## src/rtl/bsa_pkg.sv

```systemverilog
// Shared types and constants for the banker's-algorithm allocator.
// No dependencies; every other file of the block refers to this package.
`default_nettype none

package bsa_pkg;

  // default sizing, handed to the top-level parameters
  localparam int THREADS_DEF     = 8;
  localparam int RESOURCES_DEF   = 4;
  localparam int COUNT_WIDTH_DEF = 8;

  // fixed field widths of the channels
  localparam int CMD_W     = 2;
  localparam int TID_IN_W  = 3;
  localparam int AMT_W     = 8;
  localparam int AMT_N     = 4;
  localparam int STATUS_W  = 3;
  localparam int AID_W     = 3;
  localparam int CFG_IDX_W = 2;
  localparam int CFG_W     = 8;
  localparam int CFG_N     = 4;

  typedef enum logic [CMD_W-1:0] {
    CMD_RESTART = 2'd0,
    CMD_ADD_MAX = 2'd1,
    CMD_REQUEST = 2'd2,
    CMD_RELEASE = 2'd3
  } cmd_e;

  typedef enum logic [STATUS_W-1:0] {
    ST_OK          = 3'd0,
    ST_OVER_NEED   = 3'd1,
    ST_OVER_AVAIL  = 3'd2,
    ST_UNSAFE      = 3'd3,
    ST_BAD_ID      = 3'd4,
    ST_TABLE_FULL  = 3'd5
  } status_e;

  // flags from the shared lane unit
  typedef struct packed {
    logic over_need;
    logic over_pool;
    logic fits;
  } unit_flags_t;

endpackage

`default_nettype wire

```

## src/rtl/bsa_ifs.sv

```systemverilog
// Valid/ready channel interfaces of the allocator: command in, result out,
// register write. Depends on bsa_pkg for field widths.
`default_nettype none

interface bsa_in_if;
  logic                          valid;
  logic                          ready;
  logic [bsa_pkg::CMD_W-1:0]     command;
  logic [bsa_pkg::TID_IN_W-1:0]  thread_id;
  logic [bsa_pkg::AMT_W-1:0]     amount_0;
  logic [bsa_pkg::AMT_W-1:0]     amount_1;
  logic [bsa_pkg::AMT_W-1:0]     amount_2;
  logic [bsa_pkg::AMT_W-1:0]     amount_3;

  modport source (output valid, command, thread_id, amount_0, amount_1, amount_2, amount_3,
                  input ready);
  modport sink   (input valid, command, thread_id, amount_0, amount_1, amount_2, amount_3,
                  output ready);
endinterface

interface bsa_out_if;
  logic                          valid;
  logic                          ready;
  logic                          granted;
  logic [bsa_pkg::STATUS_W-1:0]  status;
  logic [bsa_pkg::AID_W-1:0]     assigned_id;

  modport source (output valid, granted, status, assigned_id, input ready);
  modport sink   (input valid, granted, status, assigned_id, output ready);
endinterface

interface bsa_cfg_if;
  logic                           valid;
  logic                           ready;
  logic [bsa_pkg::CFG_IDX_W-1:0]  index;
  logic [bsa_pkg::CFG_W-1:0]      data;

  modport source (output valid, index, data, input ready);
  modport sink   (input valid, index, data, output ready);
endinterface

`default_nettype wire

```

## src/rtl/bsa_lane_unit.sv

```systemverilog
// Shared per-resource arithmetic: need, bounds compares, saturating return
// and pool subtraction across all lanes. Depends on bsa_pkg.
`default_nettype none

module bsa_lane_unit #(
  parameter int RESOURCES   = bsa_pkg::RESOURCES_DEF,
  parameter int COUNT_WIDTH = bsa_pkg::COUNT_WIDTH_DEF
) (
  input  var logic [RESOURCES-1:0][COUNT_WIDTH-1:0] max_i,
  input  var logic [RESOURCES-1:0][COUNT_WIDTH-1:0] alloc_i,
  input  var logic [RESOURCES-1:0][COUNT_WIDTH-1:0] req_i,
  input  var logic [RESOURCES-1:0][COUNT_WIDTH-1:0] pool_i,
  output bsa_pkg::unit_flags_t                      flags_o,
  output logic [RESOURCES-1:0][COUNT_WIDTH-1:0]     sum_o,
  output logic [RESOURCES-1:0][COUNT_WIDTH-1:0]     diff_o,
  output logic [RESOURCES-1:0][COUNT_WIDTH-1:0]     eff_o
);

  logic [RESOURCES-1:0][COUNT_WIDTH-1:0] need;
  logic [RESOURCES-1:0][COUNT_WIDTH-1:0] need_eff;
  logic [RESOURCES-1:0][COUNT_WIDTH:0]   wide;

  always_comb begin
    flags_o = '{over_need: 1'b0, over_pool: 1'b0, fits: 1'b1};
    for (int r = 0; r < RESOURCES; r++) begin
      need[r]     = max_i[r] - alloc_i[r];
      eff_o[r]    = alloc_i[r] + req_i[r];
      need_eff[r] = max_i[r] - eff_o[r];
      wide[r]     = {1'b0, pool_i[r]} + {1'b0, eff_o[r]};
      // saturate at all ones
      sum_o[r]    = wide[r][COUNT_WIDTH] ? {COUNT_WIDTH{1'b1}} : wide[r][COUNT_WIDTH-1:0];
      diff_o[r]   = pool_i[r] - req_i[r];
      if (req_i[r] > need[r]) begin
        flags_o.over_need = 1'b1;
      end
      if (req_i[r] > pool_i[r]) begin
        flags_o.over_pool = 1'b1;
      end
      if (need_eff[r] > pool_i[r]) begin
        flags_o.fits = 1'b0;
      end
    end
  end

endmodule

`default_nettype wire

```

## src/rtl/bankers_safe_allocator_unit.sv

```systemverilog
// Sequence: restart, add-max and bad-id commands go from idle straight to the result hand-off;
//   release and requests first read the addressed client's table row, then check or release.
//   A request passing the checks walks the C registered clients in P <= C passes; each client
//   visit is one table read plus one lane-unit evaluation. The walk stops as soon as the last
//   client finishes, or ends unsafe after a pass in which no client finished.
// Throughput: one command at a time; the result register frees the input during hand-off.
// Reset: rst_ni clears pool, client count, allocation valid bits and registers at once; no sweep.
// Depends on bsa_pkg, bsa_ifs (channel interfaces) and bsa_lane_unit.
`default_nettype none

module bankers_safe_allocator_unit #(
  parameter int THREADS     = bsa_pkg::THREADS_DEF,
  parameter int RESOURCES   = bsa_pkg::RESOURCES_DEF,
  parameter int COUNT_WIDTH = bsa_pkg::COUNT_WIDTH_DEF
) (
  input  var logic   clk_i,
  input  var logic   rst_ni,
  bsa_in_if.sink     in_i,
  bsa_out_if.source  out_o,
  bsa_cfg_if.sink    cfg_i
);

  // address into the client table, and a counter that can hold THREADS itself
  localparam int TID_W = (THREADS > 1) ? $clog2(THREADS) : 1;
  localparam int CNT_W = $clog2(THREADS + 1);
  localparam int CMP_W = (CNT_W > bsa_pkg::TID_IN_W) ? CNT_W : bsa_pkg::TID_IN_W;

  typedef logic [RESOURCES-1:0][COUNT_WIDTH-1:0] row_t;

  typedef enum logic [2:0] {
    S_IDLE,   // waiting for a command
    S_RD,     // table read of the addressed client
    S_CHK,    // need / available checks, or release
    S_SRD,    // table read during the safety walk
    S_SEV,    // evaluate one client of the safety walk
    S_DONE    // hand result to the output register
  } state_e;

  // ------------------------------------------------------------------
  // Registers
  // ------------------------------------------------------------------
  state_e                          state_q;
  bsa_pkg::cmd_e                   cmd_q;
  logic [bsa_pkg::TID_IN_W-1:0]    id_q;
  row_t                            amt_q;
  row_t                            avail_q;     // units free right now
  row_t                            work_q;      // pool of the safety walk
  row_t                            nav_q;       // pool after the request
  row_t                            idalloc_q;   // requester's allocation after the request
  logic [THREADS-1:0]              done_q;      // clients finished in the walk
  logic [THREADS-1:0]              vld_q;       // allocation row holds data, else zero
  logic [CNT_W-1:0]                cnt_q;       // registered clients
  logic [CNT_W-1:0]                left_q;      // clients not yet finished
  logic                            prog_q;      // a client finished in this pass
  logic [TID_W-1:0]                rd_addr_q;
  logic [bsa_pkg::CFG_W-1:0]       cfg_q [bsa_pkg::CFG_N];

  logic                            res_granted_q;
  bsa_pkg::status_e                res_status_q;
  logic [bsa_pkg::AID_W-1:0]       res_aid_q;

  logic                            out_valid_q;
  logic                            out_granted_q;
  bsa_pkg::status_e                out_status_q;
  logic [bsa_pkg::AID_W-1:0]       out_aid_q;

  // client table: max claim is undefined until written; allocation is gated by vld_q
  row_t                            max_mem   [THREADS];
  row_t                            alloc_mem [THREADS];
  row_t                            max_rd_q;
  row_t                            alloc_rd_q;
  logic                            vld_rd_q;

  // ------------------------------------------------------------------
  // Input decode
  // ------------------------------------------------------------------
  logic [bsa_pkg::AMT_W-1:0]       in_amt [bsa_pkg::AMT_N];
  row_t                            amt_in;
  bsa_pkg::cmd_e                   in_cmd;
  logic                            in_acc;
  logic                            id_bad;
  logic                            table_full;
  logic                            max_we;

  assign in_amt[0] = in_i.amount_0;
  assign in_amt[1] = in_i.amount_1;
  assign in_amt[2] = in_i.amount_2;
  assign in_amt[3] = in_i.amount_3;
  assign in_cmd    = bsa_pkg::cmd_e'(in_i.command);
  assign in_acc    = in_i.valid && in_i.ready;

  always_comb begin
    // kinds beyond the four amount fields are zero; amounts fit to the count width
    for (int r = 0; r < RESOURCES; r++) begin
      amt_in[r] = (r < bsa_pkg::AMT_N) ? COUNT_WIDTH'(in_amt[r % bsa_pkg::AMT_N]) : '0;
    end
  end

  assign id_bad     = CMP_W'(in_i.thread_id) >= CMP_W'(cnt_q);
  assign table_full = cnt_q == CNT_W'(THREADS);
  assign max_we     = in_acc && (in_cmd == bsa_pkg::CMD_ADD_MAX) && !table_full;

  // ------------------------------------------------------------------
  // Shared lane unit and its operand selection
  // ------------------------------------------------------------------
  row_t                            alloc_eff;
  row_t                            pool;
  row_t                            req;
  row_t                            u_sum;
  row_t                            u_diff;
  row_t                            u_eff;
  bsa_pkg::unit_flags_t            u_flags;
  logic                            is_who;
  logic                            fin;
  logic                            alloc_we;
  logic                            last;
  logic                            out_load;
  logic [CNT_W-1:0]                left_d;

  assign is_who = CMP_W'(rd_addr_q) == CMP_W'(id_q);

  always_comb begin
    alloc_eff = vld_rd_q ? alloc_rd_q : '0;
    pool      = (state_q == S_SEV) ? work_q : avail_q;
    req       = '0;
    // request checks, and the requester's own row in the walk, see the requested units
    if ((state_q == S_CHK) && (cmd_q == bsa_pkg::CMD_REQUEST)) begin
      req = amt_q;
    end
    if ((state_q == S_SEV) && is_who) begin
      req = amt_q;
    end
  end

  assign fin      = (state_q == S_SEV) && !done_q[rd_addr_q] && u_flags.fits;
  assign left_d   = left_q - CNT_W'(fin);
  // last client finishing means the state is safe: commit
  assign alloc_we = fin && (left_q == CNT_W'(1));
  assign last     = (CNT_W'(rd_addr_q) + CNT_W'(1)) == cnt_q;
  // result register takes a new transaction when empty or being emptied
  assign out_load = (state_q == S_DONE) && (!out_valid_q || out_o.ready);

  bsa_lane_unit #(
    .RESOURCES   (RESOURCES),
    .COUNT_WIDTH (COUNT_WIDTH)
  ) u_lane (
    .max_i   (max_rd_q),
    .alloc_i (alloc_eff),
    .req_i   (req),
    .pool_i  (pool),
    .flags_o (u_flags),
    .sum_o   (u_sum),
    .diff_o  (u_diff),
    .eff_o   (u_eff)
  );

  // ------------------------------------------------------------------
  // Client table
  // ------------------------------------------------------------------
  always_ff @(posedge clk_i) begin
    max_rd_q   <= max_mem[rd_addr_q];
    alloc_rd_q <= alloc_mem[rd_addr_q];
    vld_rd_q   <= vld_q[rd_addr_q];
    if (max_we) begin
      max_mem[TID_W'(cnt_q)] <= amt_in;
    end
    if (alloc_we) begin
      alloc_mem[TID_W'(id_q)] <= idalloc_q;
    end
  end

  // ------------------------------------------------------------------
  // Sequencer
  // ------------------------------------------------------------------
  assign in_i.ready  = state_q == S_IDLE;
  assign cfg_i.ready = 1'b1;

  always_ff @(posedge clk_i or negedge rst_ni) begin
    if (!rst_ni) begin
      state_q       <= S_IDLE;
      cmd_q         <= bsa_pkg::CMD_RESTART;
      id_q          <= '0;
      amt_q         <= '0;
      avail_q       <= '0;
      work_q        <= '0;
      nav_q         <= '0;
      idalloc_q     <= '0;
      done_q        <= '0;
      vld_q         <= '0;
      cnt_q         <= '0;
      left_q        <= '0;
      prog_q        <= 1'b0;
      rd_addr_q     <= '0;
      for (int i = 0; i < bsa_pkg::CFG_N; i++) begin
        cfg_q[i] <= '0;
      end
      res_granted_q <= 1'b0;
      res_status_q  <= bsa_pkg::ST_OK;
      res_aid_q     <= '0;
      out_valid_q   <= 1'b0;
      out_granted_q <= 1'b0;
      out_status_q  <= bsa_pkg::ST_OK;
      out_aid_q     <= '0;
    end else begin
      if (cfg_i.valid) begin
        cfg_q[cfg_i.index] <= cfg_i.data;
      end

      if (out_load) begin
        out_valid_q   <= 1'b1;
        out_granted_q <= res_granted_q;
        out_status_q  <= res_status_q;
        out_aid_q     <= res_aid_q;
      end else if (out_o.ready) begin
        out_valid_q <= 1'b0;
      end

      unique case (state_q)
        S_IDLE: begin
          if (in_acc) begin
            cmd_q         <= in_cmd;
            id_q          <= in_i.thread_id;
            amt_q         <= amt_in;
            res_granted_q <= 1'b0;
            unique case (in_cmd) inside
              bsa_pkg::CMD_RESTART: begin
                vld_q        <= '0;
                cnt_q        <= '0;
                for (int r = 0; r < RESOURCES; r++) begin
                  avail_q[r] <= (r < bsa_pkg::CFG_N) ?
                                COUNT_WIDTH'(cfg_q[r % bsa_pkg::CFG_N]) : '0;
                end
                res_status_q <= bsa_pkg::ST_OK;
                res_aid_q    <= '0;
                state_q      <= S_DONE;
              end
              bsa_pkg::CMD_ADD_MAX: begin
                state_q <= S_DONE;
                if (table_full) begin
                  res_status_q <= bsa_pkg::ST_TABLE_FULL;
                  res_aid_q    <= '0;
                end else begin
                  vld_q[TID_W'(cnt_q)] <= 1'b0;
                  res_status_q         <= bsa_pkg::ST_OK;
                  res_aid_q            <= bsa_pkg::AID_W'(cnt_q);
                  cnt_q                <= cnt_q + CNT_W'(1);
                end
              end
              bsa_pkg::CMD_REQUEST, bsa_pkg::CMD_RELEASE: begin
                res_aid_q <= '0;
                if (id_bad) begin
                  res_status_q <= bsa_pkg::ST_BAD_ID;
                  state_q      <= S_DONE;
                end else begin
                  res_status_q <= bsa_pkg::ST_OK;
                  rd_addr_q    <= TID_W'(in_i.thread_id);
                  state_q      <= S_RD;
                end
              end
              default: begin
                res_status_q <= bsa_pkg::ST_OK;
                res_aid_q    <= '0;
                state_q      <= S_DONE;
              end
            endcase
          end
        end

        S_RD: begin
          state_q <= S_CHK;
        end

        S_CHK: begin
          if (cmd_q == bsa_pkg::CMD_RELEASE) begin
            // saturating return of the whole allocation
            avail_q               <= u_sum;
            vld_q[TID_W'(id_q)]   <= 1'b0;
            state_q               <= S_DONE;
          end else if (u_flags.over_need) begin
            res_status_q <= bsa_pkg::ST_OVER_NEED;
            state_q      <= S_DONE;
          end else if (u_flags.over_pool) begin
            res_status_q <= bsa_pkg::ST_OVER_AVAIL;
            state_q      <= S_DONE;
          end else begin
            nav_q     <= u_diff;
            work_q    <= u_diff;
            idalloc_q <= u_eff;
            done_q    <= '0;
            left_q    <= cnt_q;
            prog_q    <= 1'b0;
            rd_addr_q <= '0;
            state_q   <= S_SRD;
          end
        end

        S_SRD: begin
          state_q <= S_SEV;
        end

        S_SEV: begin
          if (fin) begin
            work_q            <= u_sum;
            done_q[rd_addr_q] <= 1'b1;
            left_q            <= left_d;
          end
          if (alloc_we) begin
            avail_q             <= nav_q;
            vld_q[TID_W'(id_q)] <= 1'b1;
            res_granted_q       <= 1'b1;
            state_q             <= S_DONE;
          end else if (last) begin
            // end of a pass: another one only if somebody finished
            if (prog_q || fin) begin
              prog_q    <= 1'b0;
              rd_addr_q <= '0;
              state_q   <= S_SRD;
            end else begin
              res_status_q <= bsa_pkg::ST_UNSAFE;
              state_q      <= S_DONE;
            end
          end else begin
            prog_q    <= prog_q || fin;
            rd_addr_q <= rd_addr_q + TID_W'(1);
            state_q   <= S_SRD;
          end
        end

        S_DONE: begin
          if (out_load) begin
            state_q <= S_IDLE;
          end
        end

        default: begin
          state_q <= S_IDLE;
        end
      endcase
    end
  end

  assign out_o.valid       = out_valid_q;
  assign out_o.granted     = out_granted_q;
  assign out_o.status      = out_status_q;
  assign out_o.assigned_id = out_aid_q;

  // ------------------------------------------------------------------
  // Assertions
  // ------------------------------------------------------------------
  a_cnt_bound: assert property (@(posedge clk_i) disable iff (!rst_ni)
    cnt_q <= CNT_W'(THREADS))
    else $error("client count above table size");

  a_grant_ok: assert property (@(posedge clk_i) disable iff (!rst_ni)
    (out_valid_q && out_granted_q) |-> (out_status_q == bsa_pkg::ST_OK))
    else $error("grant with non-ok status");

  a_walk_count: assert property (@(posedge clk_i) disable iff (!rst_ni)
    ((state_q == S_SEV) || (state_q == S_SRD)) |->
      (($countones(done_q) + int'(left_q)) == int'(cnt_q)))
    else $error("finished and remaining clients disagree");

  a_walk_addr: assert property (@(posedge clk_i) disable iff (!rst_ni)
    (state_q == S_SEV) |-> (CNT_W'(rd_addr_q) < cnt_q))
    else $error("safety walk beyond registered clients");

  a_commit_grant: assert property (@(posedge clk_i) disable iff (!rst_ni)
    alloc_we |=> ((state_q == S_DONE) && res_granted_q))
    else $error("commit without grant result");

endmodule

`default_nettype wire
```

## src/flat_wrapper.sv

```systemverilog
// flat-port wrapper written by rule: the top's interface ports become plain ports
module bankers_safe_allocator_unit_flat 
#(
  parameter int THREADS     = bsa_pkg::THREADS_DEF,
  parameter int RESOURCES   = bsa_pkg::RESOURCES_DEF,
  parameter int COUNT_WIDTH = bsa_pkg::COUNT_WIDTH_DEF
)
  (clk_i, rst_ni, in_i_valid, in_i_command, in_i_thread_id, in_i_amount_0, in_i_amount_1, in_i_amount_2, in_i_amount_3, in_i_ready, out_o_valid, out_o_granted, out_o_status, out_o_assigned_id, out_o_ready, cfg_i_valid, cfg_i_index, cfg_i_data, cfg_i_ready);
  bsa_in_if in_i_i ();
  bsa_out_if out_o_i ();
  bsa_cfg_if cfg_i_i ();
  input  var logic clk_i;
  input  var logic rst_ni;
  input wire logic [$bits(in_i_i.valid)-1:0] in_i_valid;
  input wire logic [$bits(in_i_i.command)-1:0] in_i_command;
  input wire logic [$bits(in_i_i.thread_id)-1:0] in_i_thread_id;
  input wire logic [$bits(in_i_i.amount_0)-1:0] in_i_amount_0;
  input wire logic [$bits(in_i_i.amount_1)-1:0] in_i_amount_1;
  input wire logic [$bits(in_i_i.amount_2)-1:0] in_i_amount_2;
  input wire logic [$bits(in_i_i.amount_3)-1:0] in_i_amount_3;
  output wire logic [$bits(in_i_i.ready)-1:0] in_i_ready;
  output wire logic [$bits(out_o_i.valid)-1:0] out_o_valid;
  output wire logic [$bits(out_o_i.granted)-1:0] out_o_granted;
  output wire logic [$bits(out_o_i.status)-1:0] out_o_status;
  output wire logic [$bits(out_o_i.assigned_id)-1:0] out_o_assigned_id;
  input wire logic [$bits(out_o_i.ready)-1:0] out_o_ready;
  input wire logic [$bits(cfg_i_i.valid)-1:0] cfg_i_valid;
  input wire logic [$bits(cfg_i_i.index)-1:0] cfg_i_index;
  input wire logic [$bits(cfg_i_i.data)-1:0] cfg_i_data;
  output wire logic [$bits(cfg_i_i.ready)-1:0] cfg_i_ready;
  assign in_i_i.valid = in_i_valid;
  assign in_i_i.command = in_i_command;
  assign in_i_i.thread_id = in_i_thread_id;
  assign in_i_i.amount_0 = in_i_amount_0;
  assign in_i_i.amount_1 = in_i_amount_1;
  assign in_i_i.amount_2 = in_i_amount_2;
  assign in_i_i.amount_3 = in_i_amount_3;
  assign in_i_ready = in_i_i.ready;
  assign out_o_valid = out_o_i.valid;
  assign out_o_granted = out_o_i.granted;
  assign out_o_status = out_o_i.status;
  assign out_o_assigned_id = out_o_i.assigned_id;
  assign out_o_i.ready = out_o_ready;
  assign cfg_i_i.valid = cfg_i_valid;
  assign cfg_i_i.index = cfg_i_index;
  assign cfg_i_i.data = cfg_i_data;
  assign cfg_i_ready = cfg_i_i.ready;
  bankers_safe_allocator_unit #(.THREADS(THREADS), .RESOURCES(RESOURCES), .COUNT_WIDTH(COUNT_WIDTH)) u_core (.clk_i(clk_i), .rst_ni(rst_ni), .in_i(in_i_i), .out_o(out_o_i), .cfg_i(cfg_i_i));
endmodule
```

## config.mk

```make
export PLATFORM = sky130hd
export DESIGN_NAME = bankers_safe_allocator_unit_flat
export DESIGN_NICKNAME = d
export VERILOG_FILES = /design/src/rtl/bsa_pkg.sv /design/src/rtl/bsa_ifs.sv /design/src/rtl/bsa_lane_unit.sv /design/src/rtl/bankers_safe_allocator_unit.sv /design/src/flat_wrapper.sv
export SDC_FILE = /design/constraint.sdc
export NUM_CORES = 1
export LEC_CHECK = 0
export BUFFER_PORTS_ARGS = -buffer_cell sky130_fd_sc_hd__buf_2
export CAP_MARGIN = 10
export CORE_MARGIN = 4
export CORE_UTILIZATION = 55
export CTS_CLUSTER_SIZE = 25
export DETAILED_ROUTE_END_ITERATION = 6
export PLACE_DENSITY = 0.71
export RECOVER_POWER = 50
export SYNTH_ARGS = -nofsm -noshare
export SYNTH_HDL_FRONTEND = slang
export SYNTH_SLANG_ARGS = --single-unit
```

## constraint.sdc

```tcl
create_clock -name clk_i -period 17.07 [get_ports clk_i]
set_input_delay 3.414 -clock clk_i [delete_from_list [all_inputs] [get_ports clk_i]]
set_output_delay 3.414 -clock clk_i [all_outputs]
set_load 0.02 [all_outputs]
```

# == Word-level counts from Yosys, hierarchy flattened ==
# Memories as Yosys holds them, arrays and structs flattened. A register that Yosys moved wholly into a read port is not among the register bits.
# Index checks and enable logic that the tools add are counted.
# word_totals
wordCells,279
latch_bits,0
mem_count,2
rom_bits,0
regBits,244
ramBits,512
# classes
reduce_logical,37
shift,0
mux,111
multipliers,0
bitwise,10
addsub,24
div_mod_pow,0
eq_ne,33
order_cmp,21
# memory_table
name,words,word_bits,rd,rd_ports_with_merged_regs,wr,line,source
u_core.alloc_mem,8,32,1,1,1,bankers_safe_allocator_unit.sv:69,row_t alloc_mem [THREADS];
u_core.max_mem,8,32,1,1,1,bankers_safe_allocator_unit.sv:68,row_t max_mem [THREADS];
# ops
operator,n
$mux W32,12
$mux W8,13
$gt A8 B8 Y1,12
$pmux W32 S3,1
$sub A8 B8 Y8,12
$mux W3,30
$pmux W32 S2,1
$add A8 B8 Y9,4
$add A8 B8 Y8,4
$bwmux W32,1
$pmux W8 S2,2
$mux W1,31
$pmux W8 S3,1
$ne A2 B2 Y1 const B,11
$mux W4,5
$pmux W3 S3,2
$pmux W3 S6,1
$and A8 B8 Y8,2
$demux W8 S2,1
$not A8 Y8,2
$or A8 B8 Y8,2
$pmux W4 S2,2
$logic_and A1 B1 Y1,13
$lt A3 B4 Y1 const B,3
other kinds (40),68

# == Logic depth before layout (Yosys ltp) ==
# Gate-level depths: netlist (run 1).
# depth
depth_word,17
depth_mapped,36
mapped_depth_nobuf,31

# == Hierarchy ==
# A second synthesis (run 1) with hierarchy kept.
# unflattened
hier_cells,3402
area_unflattened_um2,39140.0
# modules_own_cells
module,seq_area_each_um2,area_each_um2,cells_each,instances
bankers_safe_allocator_unit,22756.8,31390.1,2359,1
bsa_lane_unit,0.0,7749.9,1043,1

# == Worst setup path before layout (run 1) ==
# OpenSTA, ideal clock, no wires.
# synth_path
path_kind,register to register
from,register u_core.state_q[0]
to,"memory u_core.alloc_mem[1][0] in the netlist's numbering, enable pin"
slack_ns,8.236
path_buffers,4
path_stages_with_launch,27
synth_period_minus_slack_ns,8.834
required_time_ns,16.608
arrival_time_ns,8.372
path_cell_list,dfrtp_1 > buf_2 > nor3b_2 > buf_6 > nand4_2 > nand2_1 > clkbuf_1 > and2_1 > ha_1 > fa_1 > inv_1 > ha_1 > a21o_1 > a21o_1 > maj3_1 > a22o_1 > maj3_1 > maj3_1 > xnor2_1 > ha_1 > nand3_1 > nor3_1 > a21oi_1 > or4_1 > or3_1 > clkbuf_1 > nor3_1
# synth_lines
element,line,source
from (decl),bankers_safe_allocator_unit.sv:42,state_e state_q;
from (signal assigned),bankers_safe_allocator_unit.sv:180,state_q <= S_IDLE;
from (signal assigned),bankers_safe_allocator_unit.sv:235,state_q <= S_DONE;
from (signal assigned),bankers_safe_allocator_unit.sv:238,state_q <= S_DONE;
to (decl),bankers_safe_allocator_unit.sv:69,

==> results of run 1 <==
==> cell usage after synthesis (7+ instances only) <==
cell type  instances
edfxtp_1         512
a22oi_1          278
dfrtp_1          243
nand2_1          220
ha_1             203
inv_1            182
a21oi_1          130
o21ai_0          124
nor2_1           115
xnor2_1          100
clkbuf_1          94
mux2_2            82
nand4_1           81
dfxtp_1           65
a21o_1            54
nor3_1            48
xor2_1            42
mux2i_1           41
nand2b_1          29
nor2b_1           28
and2_1            26
o21ai_1           26
o21bai_1          24
buf_1             22
o31ai_1           21
nand3_1           19
and3_1            18
fa_1              18
a221oi_1          17
buf_2             17
o211ai_1          17
mux2_1            16
a31oi_1           13
or3_1             13
a211oi_1          12
o21a_1            12
maj3_1            11
o22ai_1           10
a22o_1             9
nor3b_1            9
a221o_1            7
nor4_1             7
==> how the worst min path moves through the flow <==
stage	endpoint	slack, ns	cells after the start
after detailed placement	u_core.work_q[22]	0.46	2
after CTS	u_core.work_q[22]	0.47	2
after floorplan	u_core.work_q[22]	0.44	2
after global placement	u_core.work_q[5]	0.45	2
after global routing	u_core.max_rd_q[9]	0.49	2
final	u_core.max_rd_q[9]	0.47	2
==> critical path, delay by kind of cell <==
| family | cells | cell delay (ns) |
|---|---|---|
| buffers and inverters | 3 | 6.68 |
==> through the flow <==
stage          instances  setup slack (ns)  utilization, %  cell area, µm²  total power (µW)
3_5_place_dp        3999              8.49            57.8           39900              6200
6_report            4159              7.57            61.9           42700              8130
2_1_floorplan       3106              8.24               -           38500              5110
4_1_cts             4159              8.45            62.0           42800              8090
5_1_grt             4159              6.27            61.9           42700              8610
3_3_place_gp        3999              8.68            57.8           39900              6080
==> cell type report <==
class	instances	area (µm²)	share of cell area [%]
timing repair buffer	102	556	1.30
clock buffer	121	2370	5.56
clock inverter	39	528	1.24
multi-input combinational	1963	14600	34.2
sequential	820	22800	53.3
tap	931	1160	2.73
inverter	183	687	1.61
==> power by group through the flow <==
stage               combinational (µW)  clock (µW)  sequential [µW]
floorplan                         2460           0             2660
global placement                  3230           0             2840
detailed placement                3350           0             2860
CTS                               3370        1900             2820
global route                      3760        1990             2870
finish                            3420        1880             2840
==> routing by layer <==
layer / GRT usage (%) / wire length (µm) / vias to the layer above
met5: 0 / 0 / -
met3: 4.95 / 9990 / 157
met2: 42.1 / 46500 / 1262
met4: 7.42 / 2460 / 0
li1: - / - / 11700
met1: 40.9 / 44600 / 13100
==> kinds of logic (layout without fill, tap and decap cells) <==
kind of cell	after synthesis	in the layout	share of synthesized area [%]
other	1	1	0.00974
adders and majority gates	232	232	7.82
muxes	141	141	4.03
and+or+nand+nor	638	638	8.16
AOI/OAI and AO/OA	808	808	14.3
xor gates and xnor gates	143	143	3.29
DFF	820	820	59.1
buffers and inverters	323	445	3.29
==> flip-flops by register name, summed over array words and instances, names as in the netlist, 4 cells and up <==
signal / count
u_core.alloc_mem: 256
u_core.max_mem: 256
u_core.alloc_rd_q: 32
u_core.amt_q: 32
u_core.avail_q: 32
u_core.cfg_q: 32
u_core.idalloc_q: 32
u_core.max_rd_q: 32
u_core.nav_q: 32
u_core.work_q: 32
u_core.done_q: 8
u_core.vld_q: 8
u_core.cnt_q: 4
u_core.left_q: 4
==> qor.txt, run 1 <==
outcome: complete, but fails checks
failing checks: max-capacitance violations, max-slew violations
Skew-Pair Late Insertion Delay: 0.67 ns
max incr delay on CP: 3.24 ns
clock power share: 23.1%
CTS H-tree lvls: 3
HPWL after DPL: 67800 µm
WS Path Type: input pin to async pin
synth top area cells: edfxtp_1 40%, dfrtp_1 16%, ha_1 6.6%
CP arrival: 10.20 ns
Min-Delay Path Class: flip-flop to flip-flop
Worst Path Max Fanout: 79
PortBufs: 60
launch point of the worst path: rst_ni
final worst path period need: 9.50 ns
Post-CTS Setup Inserts: 0
Slew Viols, Final: 316
most frequent cells in the layout: 512 x edfxtp_1, 278 x a22oi_1, 243 x dfrtp_1
# resized after CTS: 0
Detailed Route Iter0 Violations: 2616
CTS tree: yes
Rel. slew slack: -229%
Lkg Pwr: 0.0171 µW
DIE WIDTH: 273 µm
worst slew pin tran: 4.94 ns
CP Capture Type: async pin
sequential area share after synthesis: 59.1%
commonest non-fill, non-tap cell in the layout: edfxtp_1
DRC violation count after routing: 0
post-synthesis to final-layout area growth: 10.9%
Fillers: 5330
CTS Buffer Depth: 3
root buf cell: clkbuf_16
RSZ-0062 raised after global routing: false
GR Util All Layers: 27.5%
Top FF cell, synth: edfxtp_1
DRT Wirelength: 104000 µm
Worst Setup Start Kind: input pin
total CTS buffers: 85
share of the synthesized area in the top cell type: 39.9%
Via density: 6.31
DR WL/cell: 24.9 µm
Net count, final: 3428
CP Cell Sequence: clkbuf_1, clkbuf_1, buf_4
Num Clock Sinks: 820
Max-Cap Viols: 5
syn_area_per_cell: 12.4 µm²
share of layout cells above drive strength 1: 9.91%
Die H: 273 µm
setup_tns: 0 ns
largest net degree at the start of global routing: 80
hold_sp: u_core.max_mem[3][9]
syn_nets: 3379
count of flip-flops with a built-in enable after synthesis: 512
post-synthesis async set-or-reset flop share: 29.6%
Cell Area, Synth: 0.0385 mm²
CP max-delay cell: clkbuf_1
Reg-to-Reg Start: u_core.state_q[2]
Max Freq: 105 MHz
Cell Pwr Density: 191 mW/mm²
reg2reg setup slack: 8.35 ns
first-pass GRT wire length: 156000 µm
critical path's most frequent cell: clkbuf_1
hold slack: 0.472 ns
core area: 0.0689 mm²
Final GP Congestion: 0.944
Reg power frac: 34.9%
Tcrit/Tclk final: 55.7%
yosys warns: 0
Peak VDD IR: 0.100 mV
Yosys top cell by area: edfxtp_1
Worst Setup EP: u_core.work_q[15]
Reg2Reg Capture Point: u_core.avail_q[14]
Initial Util: 55.8%
WP data required: 17.76 ns
vias in the first global route: 25700
final setup fails: 0
hold_buf cts: 0
Rows: 96
die area: 0.0743 mm²
Netlist cell types: 84
ANT nets after route: 0
clk_skew: 0.0513 ns
worst reg-to-reg path cell count: 27
Initial DRT Pass Iterations: 5
Switch Pwr: 3240 µW
via count: 26200
cell-internal power: 4890 µW
antenna violations before repair: 1
Post-Synthesis Cells: 3106
Synth Register Bits: 820
final hold vios: 0
num ports: 62
grt total ovfl: 0
Gate power share: 42.0%
Reg clk slew, reported paths: 0.06 ns
antenna cell count: 0
switching share of power: 39.9%
Note: power is estimated with default switching activity, not from simulation.
==> run 2: changes to the inputs <==
- PLACE_DENSITY: 0.71 -> 0.74
- clock period: 17.07 -> 8.45 ns (I/O delays scaled with it)
==> run 2 against run 1 <==
The run ends with design-rule violations, max-capacitance violations, max-slew violations left. Cell area hardly changed. Highest routed layer unchanged. Largest power group unchanged. Cell count unchanged. Core utilization hardly changed. Wire length about the same. Largest cell class unchanged. First-iteration DRC count increased by 6.6%.
==> qor.txt, run 2 (synthesized netlist as in run 1, its figures left out) <==
HPWL after DPL: 67500 µm
Slew Viols, Final: 203
final worst setup slack: 0.737 ns
core area: 0.0689 mm²
cell-internal power: 9820 µW
grt total ovfl: 0
largest net degree at the start of global routing: 162
clk_skew: 0.0359 ns
num ports: 62
Switch Pwr: 6490 µW
Peak VDD IR: 0.209 mV
DRC violation count after routing: 6
launch point of the worst path: u_core.state_q[2]
Rel. slew slack: -252%
DR WL/cell: 24.9 µm
post-synthesis to final-layout area growth: 10.8%
first-pass GRT wire length: 157000 µm
Via density: 6.28
Max-Cap Viols: 3
clock power share: 23.0%
WS Path Type: flip-flop to flip-flop
CTS Buffer Depth: 3
worst slew pin tran: 5.29 ns
Gate power share: 41.7%
Worst Path Max Fanout: 32
setup_tns: 0 ns
CTS H-tree lvls: 3
Total Power: 16300 µW
Tcrit/Tclk final: 91.3%
CTS tree: yes
Net count, final: 3429
Detailed Route Iter0 Violations: 2789
final setup fails: 0
most frequent cells in the layout: 512 x edfxtp_1, 278 x a22oi_1, 243 x dfrtp_1
final hold vios: 0
Reg-to-Reg Start: u_core.state_q[2]
hold_buf cts: 0
Die H: 273 µm
GR Util All Layers: 27.5%
ANT nets after route: 0
root buf cell: clkbuf_16
Num Clock Sinks: 820
CP Capture Type: flip-flop
outcome: complete, but fails checks
Max Freq: 130 MHz
DIE WIDTH: 273 µm
hold_sp: u_core.alloc_mem[6][18]
die area: 0.0743 mm²
RSZ-0062 raised after global routing: false
Final GP Congestion: 0.958
WP data required: 8.72 ns
Skew-Pair Late Insertion Delay: 0.65 ns
Reg clk slew, reported paths: 0.06 ns
Initial Util: 55.8%
final worst path period need: 7.71 ns
# resized after CTS: 0
via count: 26100
total CTS buffers: 83
Worst Setup Start Kind: flip-flop
dpl ws: 0.787 ns
share of layout cells above drive strength 1: 10.2%
Lkg Pwr: 0.0171 µW
hold slack: 0.472 ns
Reg power frac: 35.3%
vias in the first global route: 25800
DRT Wirelength: 104000 µm
antenna violations before repair: 4
Min-Delay Path Class: flip-flop to flip-flop
Post-CTS Setup Inserts: 0
Multi-input gate area: 0.0146 mm²
commonest non-fill, non-tap cell in the layout: edfxtp_1
Rows: 96
top flop regs: u_core.alloc_mem x256, u_core.max_mem x256
Initial DRT Pass Iterations: 7
Placed Area: 0.0399 mm²
Fillers: 5283
failing checks: design-rule violations, max-capacitance violations, max-slew violations
CP arrival: 7.98 ns
Final Cell Area: 0.0427 mm²
Cell Pwr Density: 382 mW/mm²
PortBufs: 60
Seq. cell area: 0.0228 mm²
switching share of power: 39.8%
[run 2: path summary, 6_finish.rpt]
path | endpoint | slack [ns] | cells past startpoint
hold reg to reg | u_core.alloc_rd_q[18] | 0.47 | 2
setup reg to reg | u_core.alloc_mem[5][19] | 0.74 | 26
max in group asynchronous | u_core.amt_q[10] | 2.47 | 1
hold / removal | u_core.alloc_rd_q[18] | 0.47 | 2
min in group asynchronous | u_core.nav_q[25] | 2.97 | 1
setup / recovery | u_core.alloc_mem[5][19] | 0.74 | 26
[run 2: power by group through the flow]
stage / logic (µW) / registers [µW] / clock network [µW]
after floorplan: 4960 / 5370 / 0
after global placement: 6480 / 5760 / 0
after detailed placement: 6680 / 5800 / 0
after CTS: 6730 / 5720 / 3790
after global routing: 7500 / 5820 / 3960
final: 6800 / 5770 / 3750
[run 2: layout make-up]
class / count / area share [%]
Timing Repair Buffer: 105 / 1.40
Clock buffer: 121 / 5.78
Tap cell: 931 / 2.73
Antenna cell: 2 / 0.0117
Clock inverter: 34 / 0.877
Sequential cell: 820 / 53.3
Inverter: 183 / 1.61
Multi-Input combinational cell: 1963 / 34.3
[run 2: per-layer routing]
| layer | track usage, % | wire length (µm) |
|---|---|---|
| met1 | 40.7 | 44600 |
| met2 | 42.2 | 46600 |
| met5 | 0 | 0 |
| met3 | 5.33 | 10200 |
| met4 | 7.22 | 2110 |
[run 2: critical path, cell delays in order (launching register included)]
cell and delay, ns:
dfrtp_1 0.67, nor3b_4 0.30, nand4_2 0.23, nand2_1 0.19, buf_4 0.36, nand2_1 0.14, inv_1 0.11, ha_1 0.18
inv_1 0.07, fa_1 0.70, ha_1 0.28, a21o_1 0.17, a21o_1 0.19, a21o_1 0.18, a21o_1 0.20, maj3_1 0.35
a21oi_1 0.19, xnor2_1 0.11, ha_1 0.30, nand3_1 0.12, nor2_1 0.13, nand3_1 0.08, o31a_1 0.10, or4_1 0.50
or3_1 0.67, nor3_2 0.27, buf_4 0.50
[run 2: per-stage QoR]
stage | utilization [%] | std cells
4_1_cts | 62.0 | 4157
3_3_place_gp | 57.9 | 4002
2_1_floorplan | - | 3106
3_5_place_dp | 57.9 | 4002
6_report | 61.9 | 4159
5_1_grt | 61.9 | 4157
